**src/rtl/core/spq_pkg.sv**
```systemverilog
// ---------------------------------------------------------------------------
// spq_pkg
// Types and codes shared by the stable priority event queue and its cells.
// ---------------------------------------------------------------------------
package spq_pkg;

    localparam int SYS_W  = 8;
    localparam int RES_W  = 8;
    localparam int STAT_W = 4;
    localparam int PRIO_W = 8;
    localparam int AMT_W  = 16;
    localparam int OCC_W  = 5;
    localparam int CODE_W = 2;

    // Packed with the system id in the lowest bits, as on the stream.
    typedef struct packed {
        logic [AMT_W-1:0]  amount;
        logic [PRIO_W-1:0] priority_val;
        logic [STAT_W-1:0] status_code;
        logic [RES_W-1:0]  resource_id;
        logic [SYS_W-1:0]  system_id;
    } t_entry;

    localparam int ENTRY_W = $bits(t_entry);

    // Command broadcast to every cell of the chain.
    typedef struct packed {
        logic   push;
        logic   pop;
        t_entry ev;
    } t_cell_cmd;

    typedef enum logic [0:0] {
        CMD_PUSH = 1'b0,
        CMD_POP  = 1'b1
    } t_cmd;

    typedef enum logic [CODE_W-1:0] {
        RES_DONE  = 2'd0,
        RES_EMPTY = 2'd1,
        RES_FULL  = 2'd2
    } t_result;

endpackage

```
**src/rtl/core/stable_priority_event_queue.sv**
```systemverilog
// ---------------------------------------------------------------------------
// stable_priority_event_queue
// Bounded priority queue of event records held in a shift chain of cells.
// The result beat is registered and appears in the cycle after its beat is accepted.
// Throughput: one push or pop per cycle unless the output stalls; every cell compares and shifts at once.
// The output register holds a result until taken; input stalls only then.
// Reset (synchronous, active low) empties the queue and the output register.
// ---------------------------------------------------------------------------
module stable_priority_event_queue #(
    parameter int QUEUE_DEPTH = 16
) (
    input  logic        i_clk,
    input  logic        i_rst_n,
    input  logic        i_s_axis_tvalid,
    output logic        o_s_axis_tready,
    // [7:0] system_id, [15:8] resource_id, [19:16] status_code,
    // [27:20] priority_req, [43:28] amount, [47:44] zero
    input  logic [47:0] i_s_axis_tdata,
    // [0] command
    input  logic [0:0]  i_s_axis_tuser,
    output logic        o_m_axis_tvalid,
    input  logic        i_m_axis_tready,
    // [7:0] out_system_id, [15:8] out_resource_id, [19:16] out_status_code,
    // [27:20] out_priority, [43:28] out_amount, [48:44] occupancy, [55:49] zero
    output logic [55:0] o_m_axis_tdata,
    // [1:0] result_code
    output logic [1:0]  o_m_axis_tuser
);
    import spq_pkg::*;

    localparam int CNT_W = $clog2(QUEUE_DEPTH + 1);

    logic [CNT_W-1:0] r_count;
    logic [CNT_W-1:0] n_count;
    logic             r_out_valid;
    t_result          r_out_code;
    t_entry           r_out_entry;
    logic [OCC_W-1:0] r_out_occ;

    t_cell_cmd        cell_cmd;
    t_entry           in_entry;
    logic             accept;
    logic             is_pop;
    logic             full;
    logic             empty;
    logic [31:0]      count_ext;

    logic   keep  [QUEUE_DEPTH];
    t_entry entry [QUEUE_DEPTH];

    assign o_s_axis_tready = !r_out_valid || i_m_axis_tready;
    assign accept          = i_s_axis_tvalid && o_s_axis_tready;
    assign is_pop          = (t_cmd'(i_s_axis_tuser[0]) == CMD_POP);
    assign full            = (r_count == CNT_W'(QUEUE_DEPTH));
    assign empty           = (r_count == '0);
    assign in_entry        = t_entry'(i_s_axis_tdata[ENTRY_W-1:0]);

    assign cell_cmd.push = accept && !is_pop && !full;
    assign cell_cmd.pop  = accept && is_pop && !empty;
    assign cell_cmd.ev   = in_entry;

    genvar gi;
    generate
        for (gi = 0; gi < QUEUE_DEPTH; gi++) begin : g_cell
            logic   left_keep;
            t_entry left_entry;
            t_entry right_entry;
            logic   occ;
            if (gi == 0) begin : g_head
                assign left_keep  = 1'b1;
                assign left_entry = in_entry;
            end else begin : g_body
                assign left_keep  = keep[gi-1];
                assign left_entry = entry[gi-1];
            end
            if (gi == QUEUE_DEPTH - 1) begin : g_tail
                assign right_entry = entry[gi];
            end else begin : g_mid
                assign right_entry = entry[gi+1];
            end
            assign occ = (r_count > CNT_W'(gi));
            spq_cell u_cell (
                .i_clk        (i_clk),
                .i_cmd        (cell_cmd),
                .i_occ        (occ),
                .i_left_keep  (left_keep),
                .i_left_entry (left_entry),
                .i_right_entry(right_entry),
                .o_keep       (keep[gi]),
                .o_entry      (entry[gi])
            );
        end
    endgenerate

    always_comb begin
        n_count = r_count;
        if (cell_cmd.push) begin
            n_count = r_count + 1'b1;
        end else if (cell_cmd.pop) begin
            n_count = r_count - 1'b1;
        end
    end

    assign count_ext = 32'(n_count);

    always_ff @(posedge i_clk) begin
        if (!i_rst_n) begin
            r_count     <= '0;
            r_out_valid <= 1'b0;
        end else begin
            r_count <= n_count;
            if (accept) begin
                r_out_valid <= 1'b1;
            end else if (i_m_axis_tready) begin
                r_out_valid <= 1'b0;
            end
        end
    end

    always_ff @(posedge i_clk) begin
        if (accept) begin
            r_out_occ   <= count_ext[OCC_W-1:0];
            r_out_entry <= cell_cmd.pop ? entry[0] : '0;
            priority if (is_pop && empty) begin
                r_out_code <= RES_EMPTY;
            end else if (!is_pop && full) begin
                r_out_code <= RES_FULL;
            end else begin
                r_out_code <= RES_DONE;
            end
        end
    end

    assign o_m_axis_tvalid = r_out_valid;
    assign o_m_axis_tuser  = r_out_code;
    assign o_m_axis_tdata  = {7'd0, r_out_occ, r_out_entry};

    // Concurrent checks.
    a_count_bound: assert property (@(posedge i_clk) disable iff (!i_rst_n)
        r_count <= CNT_W'(QUEUE_DEPTH))
        else $error("entry count exceeds queue depth");

    a_pop_dec: assert property (@(posedge i_clk) disable iff (!i_rst_n)
        cell_cmd.pop |=> r_count == $past(r_count) - 1'b1)
        else $error("pop did not remove one entry");

    a_full_code: assert property (@(posedge i_clk) disable iff (!i_rst_n)
        (r_out_valid && r_out_code == RES_FULL) |-> full)
        else $error("full result reported while queue not full");

    a_empty_code: assert property (@(posedge i_clk) disable iff (!i_rst_n)
        (r_out_valid && r_out_code == RES_EMPTY) |-> empty)
        else $error("empty result reported while queue holds entries");

endmodule

```
**src/rtl/core/spq_cell.sv**
```systemverilog
// ---------------------------------------------------------------------------
// spq_cell
// One slot of the sorted chain: keeps its entry, takes the new event, or
// shifts in a neighbor's entry on a push or a pop.
// ---------------------------------------------------------------------------
module spq_cell (
    input  logic              i_clk,
    input  spq_pkg::t_cell_cmd i_cmd,
    input  logic              i_occ,
    input  logic              i_left_keep,
    input  spq_pkg::t_entry   i_left_entry,
    input  spq_pkg::t_entry   i_right_entry,
    output logic              o_keep,
    output spq_pkg::t_entry   o_entry
);
    import spq_pkg::*;

    t_entry r_entry;
    t_entry n_entry;

    // The chain is sorted by descending priority, so the cells that keep
    // their entry on a push form a prefix; equal priorities stay ahead.
    assign o_keep  = i_occ && (r_entry.priority_val >= i_cmd.ev.priority_val);
    assign o_entry = r_entry;

    always_comb begin
        n_entry = r_entry;
        if (i_cmd.push && !o_keep) begin
            n_entry = i_left_keep ? i_cmd.ev : i_left_entry;
        end else if (i_cmd.pop) begin
            n_entry = i_right_entry;
        end
    end

    always_ff @(posedge i_clk) begin
        r_entry <= n_entry;
    end

endmodule
```
**config.mk**
```make
export PLATFORM = sky130hd
export DESIGN_NAME = stable_priority_event_queue
export DESIGN_NICKNAME = d
export VERILOG_FILES = /design/src/rtl/core/spq_pkg.sv /design/src/rtl/core/stable_priority_event_queue.sv /design/src/rtl/core/spq_cell.sv
export SDC_FILE = /design/constraint.sdc
export NUM_CORES = 2
export LEC_CHECK = 0
export BUFFER_PORTS_ARGS = -buffer_cell sky130_fd_sc_hd__buf_2
export CORE_MARGIN = 10
export CORE_UTILIZATION = 69
export DETAILED_ROUTE_END_ITERATION = 12
export PLACE_DENSITY = 0.95
export SETUP_SLACK_MARGIN = 0.02
export SLEW_MARGIN = 20
export SYNTH_ARGS = -nofsm -noshare
export SYNTH_HDL_FRONTEND = slang
export SYNTH_HIERARCHICAL = 1
export SYNTH_SLANG_ARGS = --single-unit
```
**constraint.sdc**
```tcl
create_clock -name i_clk -period 8.4 [get_ports i_clk]
set_input_delay 0.42 -clock i_clk [delete_from_list [all_inputs] [get_ports i_clk]]
set_output_delay 0.42 -clock i_clk [all_outputs]
set_load 0.05 [all_outputs]
```
==> metrics.txt <==
share of post-route cells with drive strength above 1 approximately 56%; Final Hold Vio Count 0; status finished, final reports clean; Post-DRT Antenna Nets 0; Slowest Stage Delay on Critical Path roughly 700 ps; routability cong. approximately 0.86; vias in the first global route between 20k and 30k; setup TNS 0 ps; total global-route track usage between 20% and 30%; clock latency on the worst-skew pair between 600 and 700 ps; Worst Setup Path Type reg -> reg; critical path's top delay family buffers and inverters; Worst EP arrival ~5200 ps; HPWL after DPL slightly above 70000 um; synthesized area per cell around 16 um^2; largest net degree at the start of global routing 53; Initial Util between 60% and 70%; leakage power ~19 nW; number of H-tree levels 3; Post-CTS Resized 0; Rows 96; CTS tree done; Max Transition Viols Final 0; Area Overhead vs Synth 5.72%; drt total wl ~110000 um; Buffers on Ports ~100; post-synthesis cell area 0.0476 mm^2; Cell Pwr Density about 380 mW/mm^2; number of DRC markers in iteration 0 3264; clk root buf clkbuf_16; FF/Latch Area between 0.02 and 0.025 mm^2; sequential fraction of design power 39.9%; Crit path required time between 8000 and 9000 ps; Worst Max-Slew Pin Slew between 1000 and 1500 ps; Peak Freq 0.201 GHz; Die Span X roughly 280 um; hold buffer count at cts 0; CP bufs+invs 5; post-DR wirelength/cell about 29 um; Int Power approximately 0.013 W; Die Y about 280 um; postcts setup bufs 0; # DRC 0; Crit-path slowest cell nand2_4; clock power share between 10% and 20%; Remaining Overflow, GRT 0; via count approximately 27k; Slew headroom a little over a quarter; post-route clock skew 28.2 ps; Startpoint Class flip-flop; I/O pin count 113; Final setup viols 0; Multi-input gate area 0.0227 mm^2; Gate power share 42.8%; Cells after DPL a little under 4k; switching portion of total power between 30% and 40%; Final #Nets ~3.2k; VDD IR max 205 uV; Max Cap Violations 0; DIE AREA between 0.07 and 0.08 mm^2; Mapped Cells 2985; hold crit path type in -> reg; Net Switching a little over 0.006 W; Core Region 0.0685 mm^2; Pre-antenna DRT Iters 6; initial antenna violation count 13; worst-path fanout max 45; Vias/cell 6.82; CTS clk-pin slew, worst paths roughly 60 ps; post-layout min period about 5000 ps; Tcrit/Tclk final 59.2%; final std cells w/o fill approximately 4.0k; RSZ-0062 raised after global routing no; global-route wire length before repair ~180000 um; crit end category flip-flop; maximum clock insertion buffer count 3; number of fill cells about 3.6k; clk sinks between 700 and 800; worst path cell trace inv_1 -> ha_1 -> nand4bb_1 -> nand4b_1 -> clkinv_1 -> buf_4 -> inv_1 -> a2111oi_2 -> a21oi_1 -> nand2_4 -> or2_2 -> buf_4; Yosys warning count 6; CTS Buf Count 79
## routing by layer
metal	track usage [%]	part of all wire [%]	vias up	wire length [um]
met2	46.2	49	1470	55600
met4	9.37	2.9	14	3260
met1	37.5	40	13979	45800
met3	5.02	8.5	238	9750
met5	0	0.063	-	72
li1	-	-	11515	-
## cells in the final DEF, fill, tap and decap left out, drive strengths merged, types with 4 or more instances in the layout
cell type,n
a2111oi,8
a211o,16
a211oi,27
a21oi,46
and2,45
and4,16
buf,130
clkbuf,107
clkinv,31
conb,8
dfxtp,6
diode,8
edfxtp,755
ha,134
inv,177
mux2,1408
nand2,32
nand2b,19
nor2,15
nor3,4
o2111ai,16
o21a,16
o21ai,51
or2,16
## worst min-delay path: cells and delay by family
kind	cells	cell delay (ps)
AO/OA/AOI/OAI	1	50
buffers and inverters	2	180
## cell type report
cell class / count / share of cell area (%)
diodes: 8 / 0.0398
inverters: 176 / 1.31
repair buffers: 130 / 1.50
clock inverters: 34 / 0.388
well taps: 882 / 2.19
clock buffers: 107 / 4.28
flip-flops and latches: 761 / 45.3
multi-input cells: 1894 / 45.0
## state kept, by name, indices dropped and copies added, names as in the netlist
signal and count:
g_cell.u_cell/o_entry 704, o_m_axis_tdata 44, o_m_axis_tuser 2, o_m_axis_tvalid 1, r_count 5, r_out_occ 5
## power groups by stage
stage          clock, W  combinational, W  sequential [W]
2_1_floorplan         0           0.00669         0.00723
3_3_place_gp          0           0.00746         0.00748
3_5_place_dp          0           0.00790         0.00765
4_1_cts         0.00335           0.00811         0.00765
5_1_grt         0.00348           0.00863         0.00783
6_report        0.00333           0.00824         0.00769
## through the flow
stage	hold WS (ps)	setup WS (ps)	instance area [um^2]	total power (W)	utilization, %
after global routing	98.2	3250	50400	0.0199	73.5
final	83.9	3430	50400	0.0193	73.6
after detailed placement	536	3360	48000	0.0155	70.1
after floorplan	520	4250	47700	0.0139	-
after CTS	66.0	3330	50300	0.0191	73.5
after global placement	535	3470	47900	0.0149	70.0
## final timing paths
check	startpoint	endpoint	slack, ps	cells past startpoint
max	r_count[1]$_SDFF_PN0_	g_cell[14].u_cell/o_entry[6]$_DFFE_PP_	3430	12
min	i_s_axis_tvalid	o_m_axis_tvalid$_SDFFE_PN0P_	80	3
max reg2reg	r_count[1]$_SDFF_PN0_	g_cell[14].u_cell/o_entry[6]$_DFFE_PP_	3430	12
min reg2reg	g_cell[0].u_cell/o_entry[37]$_DFFE_PP_	o_m_axis_tdata[37]$_SDFFCE_PN0P_	550	1
(Power assumes the default switching activity.)
